**src/rtl/alu_pkg.sv**
```systemverilog
// ----------------------------------------------------------------------------
// ALU package
// Operation codes, transfer payload types and sequencer states.
// ----------------------------------------------------------------------------
`default_nettype none

package alu_pkg;

   localparam int unsigned DataWidth = 32;

   typedef enum logic [4:0] {
      OP_ADD  = 5'd0,
      OP_SUB  = 5'd1,
      OP_MUL  = 5'd2,
      OP_HMUL = 5'd3,
      OP_DIV  = 5'd4,
      OP_MOD  = 5'd5,
      OP_LDIV = 5'd6,
      OP_AND  = 5'd7,
      OP_NAND = 5'd8,
      OP_OR   = 5'd9,
      OP_XOR  = 5'd10,
      OP_NOT  = 5'd11,
      OP_TEST = 5'd12,
      OP_LSHF = 5'd13,
      OP_RSHF = 5'd14,
      OP_LROT = 5'd15,
      OP_RROT = 5'd16
   } op_type;

   typedef struct packed {
      logic [4:0]  req_type;
      logic [31:0] operand_a;
      logic [31:0] operand_b;
      logic        use_carry;
   } req_type_t_type;

   typedef struct packed {
      logic [31:0] result;
      logic        carry_flag;
      logic        borrow_flag;
      logic        overflow_flag;
      logic        zero_flag;
      logic        negative_flag;
      logic        odd_flag;
   } rsp_type;

   typedef enum logic [1:0] {
      ST_IDLE,
      ST_RUN,
      ST_DONE
   } state_type;

endpackage

`default_nettype wire

```
**src/rtl/alu_with_status_flags_top.sv**
```systemverilog
// ----------------------------------------------------------------------------
// ALU with status flags
// Bit-serial 32-bit ALU keeping carry, borrow, overflow, zero, negative and
// odd flags.
// ----------------------------------------------------------------------------
// One operation is handled at a time. Operations are worked through shift
// registers one step per cycle. Add, subtract, the logic operations and test
// pass one operand bit per cycle through a single-bit slice. Multiply uses 32
// shift-and-add steps on a 64-bit accumulator. Divide and modulo use 32
// restoring-division steps, and long divide uses 64, one quotient bit per
// step. Multiply and divide each use a 33-bit adder per step. Shifts and
// rotates step a rotating window 32 times and move it only while the step
// count is below the shift count. The result is registered on the last step
// of the run state and offered in the done state, where it is held while
// the receiver stalls. The request side stalls from the accepting transfer
// until the cycle after the result transfer completes. Undefined operation
// codes give a zero result and leave every flag untouched.
// ----------------------------------------------------------------------------
`default_nettype none

module alu_with_status_flags_top
   import alu_pkg::*;
(
   input  wire logic           clock,
   input  wire logic           reset,
   input  wire logic           req_valid,
   output      logic           req_stall,
   input  wire req_type_t_type req_data,
   output      logic           rsp_valid,
   input  wire logic           rsp_stall,
   output      rsp_type        rsp_data
);

   state_type   state_ff, state_in;
   logic [4:0]  op_ff;
   logic [31:0] a_ff, a_in;          // operand shift register
   logic [31:0] b_ff, b_in;          // second operand / divisor
   logic [63:0] acc_ff, acc_in;      // product, remainder or result window
   logic [31:0] q_ff, q_in;          // quotient or serial result
   logic [6:0]  cnt_ff, cnt_in;
   logic        cy_ff, cy_in;        // serial carry or borrow
   logic        c_ff, bw_ff, v_ff, z_ff, n_ff, o_ff;
   logic [31:0] res_ff;
   logic        accept, last;
   logic [6:0]  steps;
   logic        ab, bb, sb, co;
   logic [32:0] rem_try;

   assign accept    = req_valid && !req_stall;
   assign req_stall = (state_ff != ST_IDLE);
   assign rsp_valid = (state_ff == ST_DONE);

   // Step count for the operation in hand.
   always_comb begin
      case (op_ff)
         OP_LDIV: steps = 7'd64;
         default: steps = 7'd32;
      endcase
   end
   assign last = (cnt_ff == steps - 7'd1);

   // Next state.
   always_comb begin
      state_in = state_ff;
      unique case (state_ff)
         ST_IDLE: if (accept) state_in = ST_RUN;
         ST_RUN:  if (last) state_in = ST_DONE;
         ST_DONE: if (!rsp_stall) state_in = ST_IDLE;
         default: state_in = ST_IDLE;
      endcase
   end

   // Serial datapath: one bit of the operation per cycle.
   always_comb begin
      a_in    = a_ff;
      b_in    = b_ff;
      acc_in  = acc_ff;
      q_in    = q_ff;
      cnt_in  = cnt_ff + 7'd1;
      cy_in   = cy_ff;
      ab      = a_ff[0];
      bb      = b_ff[0];
      sb      = 1'b0;
      co      = 1'b0;
      rem_try = '0;
      unique case (state_ff)
         ST_IDLE: begin
            cnt_in = '0;
         end
         ST_RUN: begin
            case (op_ff)
               OP_ADD, OP_SUB: begin
                  if (op_ff == OP_SUB) begin
                     sb = ab ^ bb ^ cy_ff;
                     co = (!ab && (bb || cy_ff)) || (bb && cy_ff);
                  end else begin
                     sb = ab ^ bb ^ cy_ff;
                     co = (ab && bb) || (cy_ff && (ab ^ bb));
                  end
                  cy_in = co;
                  a_in  = {ab, a_ff[31:1]};   // keeps a intact for overflow
                  b_in  = {bb, b_ff[31:1]};
                  q_in  = {sb, q_ff[31:1]};
               end
               OP_MUL, OP_HMUL: begin
                  acc_in = acc_ff;
                  if (a_ff[0]) acc_in[63:31] = {1'b0, acc_ff[63:32]} + {1'b0, b_ff};
                  else acc_in[63:31] = {1'b0, acc_ff[63:32]};
                  acc_in[30:0] = acc_ff[31:1];
                  a_in = {1'b0, a_ff[31:1]};
               end
               OP_DIV, OP_MOD, OP_LDIV: begin
                  // Restoring division: dividend bits enter from a_ff's top.
                  rem_try = {acc_ff[31:0], a_ff[31]} - {1'b0, b_ff};
                  a_in    = {a_ff[30:0], 1'b0};
                  if (!rem_try[32]) acc_in[32:0] = rem_try;
                  else acc_in[32:0] = {acc_ff[31:0], a_ff[31]};
                  acc_in[63:33] = '0;
                  q_in = {q_ff[30:0], !rem_try[32]};
               end
               OP_LSHF, OP_RSHF, OP_LROT, OP_RROT: begin
                  // acc holds the rotating window; step it while cnt < count.
                  if (cnt_ff < {2'b00, b_ff[4:0]}) begin
                     case (op_ff)
                        OP_LSHF: acc_in[31:0] = {acc_ff[30:0], 1'b0};
                        OP_RSHF: acc_in[31:0] = {1'b0, acc_ff[31:1]};
                        OP_LROT: acc_in[31:0] = {acc_ff[30:0], acc_ff[31]};
                        default: acc_in[31:0] = {acc_ff[0], acc_ff[31:1]};
                     endcase
                  end
               end
               default: begin
                  case (op_ff)
                     OP_AND:  sb = ab & bb;
                     OP_NAND: sb = !(ab & bb);
                     OP_OR:   sb = ab | bb;
                     OP_XOR:  sb = ab ^ bb;
                     OP_NOT:  sb = !ab;
                     OP_TEST: sb = ab;
                     default: sb = 1'b0;
                  endcase
                  a_in = {ab, a_ff[31:1]};
                  b_in = {bb, b_ff[31:1]};
                  q_in = {sb, q_ff[31:1]};
               end
            endcase
         end
         default: begin
            cnt_in = cnt_ff;
         end
      endcase
   end

   // Result selection from the values that the final step produces. With a
   // zero divisor every trial subtraction leaves the shifted value, so the
   // remainder register ends up holding the dividend.
   logic [31:0] fin;
   logic        valid_op;
   always_comb begin
      valid_op = (op_ff <= OP_RROT);
      case (op_ff)
         OP_MUL:  fin = acc_in[31:0];
         OP_HMUL: fin = acc_in[63:32];
         OP_DIV, OP_LDIV: fin = (b_ff == '0) ? '1 : q_in;
         OP_MOD:  fin = acc_in[31:0];
         OP_LSHF, OP_RSHF, OP_LROT, OP_RROT: fin = acc_in[31:0];
         default: fin = valid_op ? q_in : '0;
      endcase
   end

   always_ff @(posedge clock) begin
      if (reset) begin
         state_ff <= ST_IDLE;
         c_ff <= 1'b0; bw_ff <= 1'b0; v_ff <= 1'b0;
         z_ff <= 1'b0; n_ff <= 1'b0; o_ff <= 1'b0;
         cnt_ff <= '0;
      end else begin
         state_ff <= state_in;
         cnt_ff   <= cnt_in;
         if (state_ff == ST_RUN && last && valid_op) begin
            z_ff <= (fin == '0);
            n_ff <= fin[31];
            o_ff <= fin[0];
            if (op_ff == OP_ADD) begin
               c_ff <= cy_in;
               v_ff <= !(a_in[31] ^ b_in[31]) & (a_in[31] ^ q_in[31]);
            end
            if (op_ff == OP_SUB) begin
               bw_ff <= cy_in;
               v_ff  <= (a_in[31] ^ b_in[31]) & (a_in[31] ^ q_in[31]);
            end
         end
      end
   end

   always_ff @(posedge clock) begin
      if (accept) begin
         op_ff  <= req_data.req_type;
         b_ff   <= req_data.operand_b;
         q_ff   <= '0;
         a_ff   <= req_data.operand_a;
         if (req_data.req_type == OP_LSHF || req_data.req_type == OP_RSHF ||
             req_data.req_type == OP_LROT || req_data.req_type == OP_RROT)
            acc_ff <= {32'd0, req_data.operand_a};
         else acc_ff <= '0;
         if (req_data.req_type == OP_ADD) cy_ff <= c_ff & req_data.use_carry;
         else cy_ff <= bw_ff & req_data.use_carry;
      end else if (state_ff == ST_RUN) begin
         // Long divide: after 32 dividend bits, zeros follow (a_ff shifts in 0).
         a_ff   <= a_in;
         b_ff   <= b_in;
         acc_ff <= acc_in;
         q_ff   <= q_in;
         cy_ff  <= cy_in;
         if (last) res_ff <= fin;
      end
   end

   assign rsp_data.result        = res_ff;
   assign rsp_data.carry_flag    = c_ff;
   assign rsp_data.borrow_flag   = bw_ff;
   assign rsp_data.overflow_flag = v_ff;
   assign rsp_data.zero_flag     = z_ff;
   assign rsp_data.negative_flag = n_ff;
   assign rsp_data.odd_flag      = o_ff;

endmodule

`default_nettype wire

```
**config.mk**
```make
export PLATFORM = sky130hd
export DESIGN_NAME = alu_with_status_flags_top
export DESIGN_NICKNAME = d
export VERILOG_FILES = /design/src/rtl/alu_pkg.sv /design/src/rtl/alu_with_status_flags_top.sv
export SDC_FILE = /design/constraint.sdc
export NUM_CORES = 1
export LEC_CHECK = 0
export ABC_AREA = 1
export BUFFER_PORTS_ARGS = -buffer_cell sky130_fd_sc_hd__buf_2
export CORE_MARGIN = 10
export CORE_UTILIZATION = 45
export DETAILED_ROUTE_END_ITERATION = 8
export PLACE_DENSITY = 0.7
export RECOVER_POWER = 50
export SKIP_CTS_REPAIR_TIMING = 1
export SYNTH_ARGS = -nofsm -noshare
export SYNTH_HDL_FRONTEND = slang
export SYNTH_SLANG_ARGS = --single-unit
```
**constraint.sdc**
```tcl
create_clock -name clock -period 3.7 [get_ports clock]
set_input_delay 0.555 -clock clock [delete_from_list [all_inputs] [get_ports clock]]
set_output_delay 0.555 -clock clock [all_outputs]
set_load 0.005 [all_outputs]
```
Yosys cells after proc, flatten, opt, wreduce, memory -nomap -nowiden. Index checks and enable logic that the tools add are counted.

Register bits after elaboration: 213. Input port bits: 74. Output and inout port bits: 40. Word-level logic and storage cells: 142.

$add $sub $neg: 4. Order comparisons: 2. Equality and inequality tests: 28. Muxes and demuxes: 38. Bitwise logic cells: 11. Reductions and logical operators: 42.

Operators by type and width (number): 32-bit one-hot mux with 3 select lines (5); 32-bit 2-to-1 mux (12); 64-bit 2-to-1 mux (3); 33-bit 2-to-1 mux (2); 32-bit zero test (2); 32-bit one-hot mux with 2 select lines (1); 5-bit by 4-bit == test with 1-bit output (second input constant) (11); 32-bit by 32-bit adder with 33-bit output (1); 33-bit by 32-bit subtractor with 33-bit output (1); 5-bit by 3-bit == test with 1-bit output (second input constant) (4); 7-bit one-hot mux with 2 select lines (1); 6-bit OR reduction (2); 5-bit by 2-bit == test with 1-bit output (second input constant) (2); 5-bit == test (second input constant) (2); 5-bit zero test (2); 2-bit AND reduction (5); 9-bit OR reduction (1); 1-bit 2-to-1 mux (8); 2-bit inequality test (second input constant) (4); 2-bit nonzero test (4); 7-bit by 1-bit adder with 7-bit output (second input constant) (1); 7-bit == test (1); 1-bit logical AND (7); 7-bit by 5-bit less-than comparator with 1-bit output (1); 21 further kinds (42).

Logic depth before layout (Yosys ltp). Gate-level depths: netlist (run 1).

Word-level depth: 9. Depth in mapped cells: 30. Gate-level depth less buffers: 30.

Worst setup path before layout (run 1). Ideal clock, no wire load.

Path type: reg-to-reg. From: register op_ff[1]. To: register a_ff[0] (enable). Library setup time: 0.462 ns. Data arrival time: 3.406 ns. Data required time: 3.238 ns. Path slack: -0.169 ns. Cell stages (with the launch flop): 7. Buffers on the path: 1. Clock period less this slack: 3.869 ns. Cell sequence: edfxtp_1 nor2_4 inv_1 nand2_2 nand2_4 buf_1 o21ai_0.

Longest elaborated chain between the ends: 4. Elaborated cells on any way between the ends: 7. Those cells by class: eq/ne: 5; reduce/logical: 2.

Ends and longest elaborated chain: from (decl) (RTL line alu_with_status_flags_top.sv:35) `logic [4:0] op_ff;`; from (signal assigned) (RTL line alu_with_status_flags_top.sv:198) `op_ff <= req_data.req_type;`; 5-bit by 4-bit == test with 1-bit output / 5-bit == test (equally long branches) (RTL line alu_with_status_flags_top.sv:91) `case (op_ff)`; 4-bit OR reduction * (RTL line alu_with_status_flags_top.sv:91); 2-bit inequality test (no source line) *; 2-bit AND reduction (no source line) *; to (signal assigned) (RTL line alu_with_status_flags_top.sv:201) `a_ff <= req_data.operand_a;`; to (signal assigned) (RTL line alu_with_status_flags_top.sv:210) `a_ff <= a_in;`; to (decl) (RTL line alu_with_status_flags_top.sv:36) `logic [31:0] a_ff, a_in;`.

Mark *: on every way between the ends. The rest lies on a longest branch, timed or not. A chain may end at the register's enable or synchronous reset.

Worst setup path after layout (run 1).
From: register acc_ff[14]. To: register z_ff.

Elaborated cells on any way between the ends: 14. Those cells by class: add/sub: 1; mux: 11; reduce/logical: 2.

RTL lines: from (decl) (RTL line alu_with_status_flags_top.sv:38) `logic [63:0] acc_ff, acc_in;`; from (signal assigned) (RTL line alu_with_status_flags_top.sv:204) `acc_ff <= {32'd0, req_data.operand_a};`; from (signal assigned) (RTL line alu_with_status_flags_top.sv:212) `acc_ff <= acc_in;`; 33-bit by 32-bit subtractor with 33-bit output (RTL line alu_with_status_flags_top.sv:114) `rem_try = {acc_ff[31:0], a_ff[31]} - {1'b0, b_ff};`; 33-bit 2-to-1 mux (RTL line alu_with_status_flags_top.sv:116) `if (!rem_try[32]) acc_in[32:0] = rem_try;`; 32-bit one-hot mux with 3 select lines (RTL line alu_with_status_flags_top.sv:91); 64-bit 2-to-1 mux (RTL line alu_with_status_flags_top.sv:86) `unique case (state_ff)`; 32-bit one-hot mux with 3 select lines (RTL line alu_with_status_flags_top.sv:161) `case (op_ff)`; via fin[16] (RTL line alu_with_status_flags_top.sv:157) `logic [31:0] fin;`; 32-bit zero test (RTL line alu_with_status_flags_top.sv:181) `z_ff <= (fin == '0);`; to (signal assigned) (RTL line alu_with_status_flags_top.sv:181); to (decl) (RTL line alu_with_status_flags_top.sv:42) `logic c_ff, bw_ff, v_ff, z_ff, n_ff, o_ff;`.

The timed path passes the listed nets, and every way through them passes these cells.

==> results by stage, run 1 <==
Worst setup path:
- The capture instance of the worst register-to-register path is z_ff.
- The buffer and inverter count on the worst path is 2.
- For this run, the slowest stage of the critical path takes 440 ps.
- The kind of critical path is register to register.
- STA puts the critical path data required time at 4200 ps.
- The worst register-to-register path has a setup slack of -50 ps.
- The worst setup path is launched from a register.
- Walking the worst path, the cells encountered are ha_4, nand2_1, nand2_1, nand2_1, nand2_2, a21oi_4, nor2_2, nor2_4, nand2_2, a21oi_2, o21bai_2, ha_4, buf_4, clkbuf_16, nand2_1, o21ai_0, nand3_1, nand3_1, nand4_1, nor2_1, nand2_1, nor2_1, nand3_1, a21oi_1.
- Of all nets on the critical path, the largest fanout is 13.
- The critical path starts at acc_ff[14].
- The arrival time reported for the critical path endpoint is 4250 ps.
- The top cell family by delay on the critical path is simple AND/OR/NAND/NOR gates.
- In this run the critical register-to-register path is launched from acc_ff[14].
- The worst setup path is captured at a register.
- The number of cells on the worst reg-to-reg path is 24.
- The cell occurring most often along the worst timing path is nand2_1.
- The slowest stage of the critical path is the edfxtp_1 cell.

Global routing:
- The number of global-route vias before repair was 19100.
- The number of antenna violations at the first check in global routing is 1.
- Entering global routing, the biggest net connects 65 pins.
- The first global-routing pass estimated 115 mm of wire.
- For this run the aggregate overflow at the end of global routing stands at 0.
- The global-route usage over all layers is 29.8%.

Drt:
- In this run, the number of DRC markers left after iteration 0 of detailed routing was 2623.
- The final layout contains routed wiring with a total length of 77.8 mm.
- The remaining routing DRC violations is 0.
- The detail route stage leaves a number of antenna-violating nets equal to 0.
- The mean routed wirelength per cell is 20.9 um.
- The via count of the routed design is 20800.
- The number of search-and-repair iterations in the first detailed-routing pass is 6.
- Using the TritonRoute via totals, the vias-per-cell ratio works out to 5.60.

Run status:
- The checks that failed: negative setup slack.
- The flow ran to the end, but the final reports show violations.

Synthesis:
- After synthesis, the largest area contributor takes up 27.3% of total cell area.
- The async set-reset flop share out of synthesis is 0%.
- After synthesis, the cell types taking the most area are edfxtp_1 (27%), nand2_1 (19%), inv_1 (9.1%).
- The share of synthesized area occupied by flip-flops and latches is 32.5%.
- By count the netlist is led by nand2_1 (938), inv_1 (440), nand3_1 (256), nor2_1 (220), o21ai_0 (187).
- Averaged over all synthesized cells, the footprint is 6.39 um2.
- In this run, synthesis inferred 166 flip-flops with an integrated enable.
- edfxtp_1 takes more of the synthesized area than any other cell.
- The post-synth net total is 3006.
- For this run, the leading register cell type out of synthesis is edfxtp_1.
- The count of warnings emitted by yosys is 0.
- The number of synthesized register bits is 213.
- The most common cell in the synthesized netlist is nand2_1.
- The number of library cell types mapped by synthesis is 53.
- The area of the mapped netlist is 18200 um2.
- Synthesis produced 2856 cells.

Min path:
- The startpoint identified for the worst hold timing path is req_data[65].
- Along the worst hold path, the cell count comes to 1.
- The worst hold path class is input pin to register.
- The worst hold path terminates at op_ff[0].

Finish:
- The area added between synthesis and finish is 23.6%.
- The finished cells cover 22500 um2.
- The fraction of layout cells with a size suffix above 1 is 17.8%.
- The antenna diode count is 0.
- The area taken by flip-flops and latches is 5930 um2.
- After the last flow step, the layout net total stands at 3324.
- The post-layout utilization of the core is 56.5%.
- The fill cell total of the finished layout is 3901.
- The area taken by multi-input logic gates is 10500 um2.

Clock network:
- Clock tree synthesis selected as its root buffer the cell clkbuf_16.
- After clock tree synthesis, the clock-pin slew on the worst setup and hold paths is 70 ps.
- The worst-skew pair later-pin latency is 590 ps.
- The total clock buffers created by CTS is 27.
- TritonCTS built the clock tree.
- The maximum buffer depth of the clock tree is 3.
- In this run the number of H-tree levels came out at 1.
- The clock net in this run drives a total of 213 sinks.

Floorplanning:
- The core region is 39900 um2.
- The die span in x is 221 um.
- After floorplanning, the core was divided into 73 placement rows.
- The I/O pin count is 114.
- The initial core utilization is 45.7%.
- The vertical die dimension is 221 um.
- The area of the die is 49000 um2.

Place:
- The congestion estimate from routability-driven global placement came to 1.02.
- Buffers placed on the I/O ports in this run total 113.
- The HPWL after detailed placement is 61.5 mm.
- The worst slack after detailed placement is -290 ps.
- Once placement finished, the instance area stood at 21000 um2.

Power and ir drop:
- The total power per unit cell area is 532 nW/um2.
- In this run the static leakage power is 11.2 nW.
- Across the VDD grid, the largest voltage drop is 0.000587 V.

Timing:
- Setup repair after global routing could not meet its margin everywhere.
- The worst clock skew is 23.0 ps.
- The worst path setup slack after routing is -49.1 ps.
- The transition time at the pin with the least slew margin is 1010 ps.
- The final setup violation count is 1.
- The final count of hold timing violations is 0.
- Based on the critical path, the design can be clocked at up to 267 MHz.
- The number of max-slew violations in the final report is 0.
- The headroom to the max-slew limit is 32.2%.
- Summed over all failing endpoints, the final setup total negative slack is -49.1 ps.
- For the finished layout, the period the worst path requires is 3750 ps.
- The final critical path takes up 101% of the cycle.
- The worst hold slack is 179 ps.

Flow run:
- The number of maximum-capacitance constraint violations is 0.
## placed cells by master (no fill, tap or decap), drive strengths merged
master,netlist,final
a32oi,1,1
a31oi,3,3
nand2,949,949
a221oi,3,3
nand3b,5,5
nand4,54,54
o21a,15,15
fa,4,4
nor4,2,2
clkbuf,66,44
ha,72,72
nor3b,1,1
o21bai,4,4
o2111ai,1,1
a21o,2,2
dfxtp,47,47
o31ai,6,6
bufinv,0,3
clkinv,7,17
a21oi,159,159
or2,4,4
nor3,26,26
a22oi,37,37
o22ai,6,6
edfxtp,166,166
nand3,261,261
and3,3,3
o211ai,15,15
buf,45,390
xor2,3,3
inv,450,451
clkinvlp,0,2
and2,4,4
o21ai,201,201
nor2,226,226
a211oi,3,3
o221ai,5,5
## layer usage
layer  up-vias  global-route usage [%]  share of wire (%)
met5         -                       0                  0
met2      1119                    46.9                 44
li1       9954                       -                  -
met3       160                    4.85                9.6
met1      9613                    40.4                 42
met4         0                    10.9                4.1
## worst max path at each step
stage | slack, ps | end | depth (start not counted)
after floorplan | 200 | z_ff | 26
after global placement | -230 | z_ff | 27
after detailed placement | -290 | z_ff | 25
after CTS | -340 | z_ff | 25
after global routing | -250 | z_ff | 24
final | -50 | z_ff | 24
## through the flow
step	total power, mW	std cells
2_1_floorplan	6.28	2856
3_3_place_gp	8.67	3644
3_5_place_dp	8.70	3644
4_1_cts	11.4	3694
5_1_grt	12.6	3720
6_report	12.0	3720
## state kept, by name, indices dropped and copies added (netlist names), 2 cells and up
signal,count
res_ff,32
b_ff,32
a_ff,32
q_ff,32
op_ff,5
state_ff,2
acc_ff,64
cnt_ff,7
## cells by family after synthesis
| family | Yosys count | synth area share, % |
|---|---|---|
| simple gates | 1535 | 35.5 |
| buf+inv | 568 | 12.3 |
| compound gates | 461 | 14.2 |
| flops | 213 | 32.5 |
| fa+ha+maj | 76 | 5.38 |
| xor+xnor | 3 | 0.144 |
## power breakdown
part | total, mW | internal [mW] | switching (mW) | leakage [nW]
Sequential | 3.24 | 2.97 | 0.269 | 2.01
Clock | 2.74 | 1.59 | 1.15 | 0.437
Combinational | 6.01 | 2.19 | 3.82 | 8.77
Total | 12.0 | 6.75 | 5.24 | 11.2
## layout make-up
class,count,share of cell area (%)
Tap cell,525,2.91
Timing Repair Buffer,400,12.6
Multi-Input combinational cell,2075,46.6
Clock buffer,34,3.16
Clock inverter,16,0.821
Inverter,457,7.65
Sequential cell,213,26.3
(Power assumes the default switching activity.)
==> inputs of run 2 (changes only) <==
--- a/config.mk
+++ b/config.mk
@@ -10,7 +10,7 @@
 export CORE_MARGIN = 10
 export CORE_UTILIZATION = 45
 export DETAILED_ROUTE_END_ITERATION = 8
-export PLACE_DENSITY = 0.7
+export PLACE_DENSITY_LB_ADDON = 0.12
 export RECOVER_POWER = 50
 export SKIP_CTS_REPAIR_TIMING = 1
 export SYNTH_ARGS = -nofsm -noshare
==> results by stage, run 2 (synthesis results as in run 1) <==
Timing:
- The final count of hold timing violations is 0.
- The worst path setup slack after routing is -185 ps.
- Across the routed clock network, the largest skew measured is 20.7 ps.
- The final critical path time including I/O delays and setup is 3880 ps.
- The final worst-path cycle share is 105%.
- The transition time at the pin with the least slew margin is 1800 ps.
- The final setup violation count is 2.
- The maximum frequency from static timing analysis is 257 MHz.
- On the final layout, the worst hold slack is 232 ps.
- Setup repair after global routing could not meet its margin everywhere.
- The worst pin sits at a relative slew slack of -20.0%.
- After routing, the total negative slack on setup checks comes to -195 ps.
- The number of max-slew violations in the final report is 68.

Finish:
- The antenna diode count is 0.
- In the final layout, the share of cells above drive strength 1 is 16.6%.
- At the end of the flow, the number of nets in the layout was 3337.
- The library cell used most frequently in the layout, excluding fill and tap cells, is nand2_1.
- The register with the most flip-flops in the layout has 64 of them.
- In the layout the commonest cells are nand2_1 (922), inv_1 (431), buf_4 (287).
- The area added between synthesis and finish is 23.3%.
- More flip-flops sit in one register than any other, and that register is acc_ff.
- The post-layout utilization of the core is 56.4%.

Worst setup path:
- In this run the worst path has a maximum fanout of 7.
- The worst setup path is captured at a register.
- The arrival time reported for the critical path endpoint is 4360 ps.
- At the worst endpoint, the required time is 4180 ps.
- Among the stages of the critical path, the cell type that occurs most often is nand2_1.
- The critical path in this run is classified as register to register.
- The number of buffers and inverters on the critical path is 3.
- The master of the slowest instance on the critical path is edfxtp_1.
- Among cell families on the critical path, the largest total delay comes from simple AND/OR/NAND/NOR gates.
- For this run, the slowest stage of the critical path takes 420 ps.
- The type of element launching the critical path is a register.

Clock network:
- The maximum buffer depth of the clock tree is 3.
- Buffers inserted during clock tree synthesis total 26.
- The clock tree root driver cell is clkbuf_16.
- The number of sinks handled by clock tree synthesis is 213.
- Clock-pin slew was measured on the worst setup and hold paths at 60 ps.
- The worst-skew pair later-pin latency is 560 ps.
- The clock tree from TritonCTS is yes.
- In this run the number of H-tree levels came out at 1.

Place:
- The number of I/O port buffers is 113.
- The routability congestion estimate is 1.02.
- The wire-length estimate of the detail-placed layout is 64.1 mm.
- The worst slack after detailed placement is -334 ps.

Drt:
- The detailed router finished its first iteration with 2777 violations.
- The mean routed wirelength per cell is 21.6 um.
- The overall routed net length is 80.7 mm.
- The number of routed nets with antenna violations is 0.
- The number of search-and-repair iterations in the first detailed-routing pass is 6.
- In the routed layout, each cell is associated on average with a via count of 5.63.
- For this run, design rule violations remaining after detail routing come to 0.
- The via count of the routed design is 21000.

Min path:
- The worst hold path class is input pin to register.

Floorplanning:
- After floorplanning, the core was divided into 73 placement rows.
- Once the floorplan was initialized, standard cells occupied 45.7% of the core.
- The core region area is 39900 um2.
- The die is 221 um wide.
- The vertical die dimension is 221 um.
- The area of the die is 49000 um2.
- The I/O pin count is 114.

Run status:
- The final reports fail on max-capacitance violations, max-slew violations, negative setup slack.
- The run finished, with violations left.

Global routing:
- The number of global-route vias before repair is 19400.
- Global routing used 31.1% of the available tracks across all layers.
- The number of antenna violations at the first check in global routing is 4.
- Entering global routing, the biggest net connects 74 pins.
- The global-route wire length before repair is 119 mm.
- Global routing finished with a remaining overflow of 0.

Power and ir drop:
- For this design the static power due to leakage is 11.2 nW.
- The total design power is 12.1 mW.
- The worst IR drop on VDD is 0.000473 V.
- In this run the power density over the cells is 538 nW/um2.

Flow run:
- The number of maximum-capacitance constraint violations is 1.
-- run 2: per-layer routing --
layer / track usage [%] / routed length (um)
met1: 41.9 / 33700
met2: 47.8 / 34800
met3: 5.89 / 8400
met4: 12.9 / 3740
met5: 0 / 18
-- run 2: power by group --
part | total [mW] | switching, mW | internal [mW]
Combinational | 6.17 | 3.93 | 2.24
Sequential | 3.25 | 0.279 | 2.97
Clock | 2.69 | 1.06 | 1.63
Total | 12.1 | 5.27 | 6.84
-- run 2: final timing paths --
check / startpoint / endpoint / slack (ps) / cells after the start
setup reg to reg: acc_ff[14] / z_ff / -180 / 28
setup / recovery: acc_ff[14] / z_ff / -180 / 28
hold reg to reg: c_ff / c_ff / 480 / 2
hold / removal: req_data[65] / op_ff[0] / 230 / 1
-- run 2: area by class of cell --
cell class	count	area (um2)
fillers	3987	17400
repair buffers	414	2860
inverters	457	1720
clock inverters	13	165
clock buffers	34	712
well taps	525	657
flip-flops and latches	213	5930
multi-input cells	2075	10500
-- run 2: stage by stage --
| stage | cells | area [um2] |
|---|---|---|
| 2_1_floorplan | 2856 | 18200 |
| 3_3_place_gp | 3668 | 21200 |
| 3_5_place_dp | 3668 | 21200 |
| 4_1_cts | 3715 | 22100 |
| 5_1_grt | 3731 | 22500 |
| 6_report | 3731 | 22500 |
-- run 2: worst reg2reg max path, delay by kind of cell (launching register included) --
family	cells	cell delay (ps)
simple gates	16	1510
compound gates	7	840
fa+ha+maj	2	680
flops	1	420
buf+inv	3	360
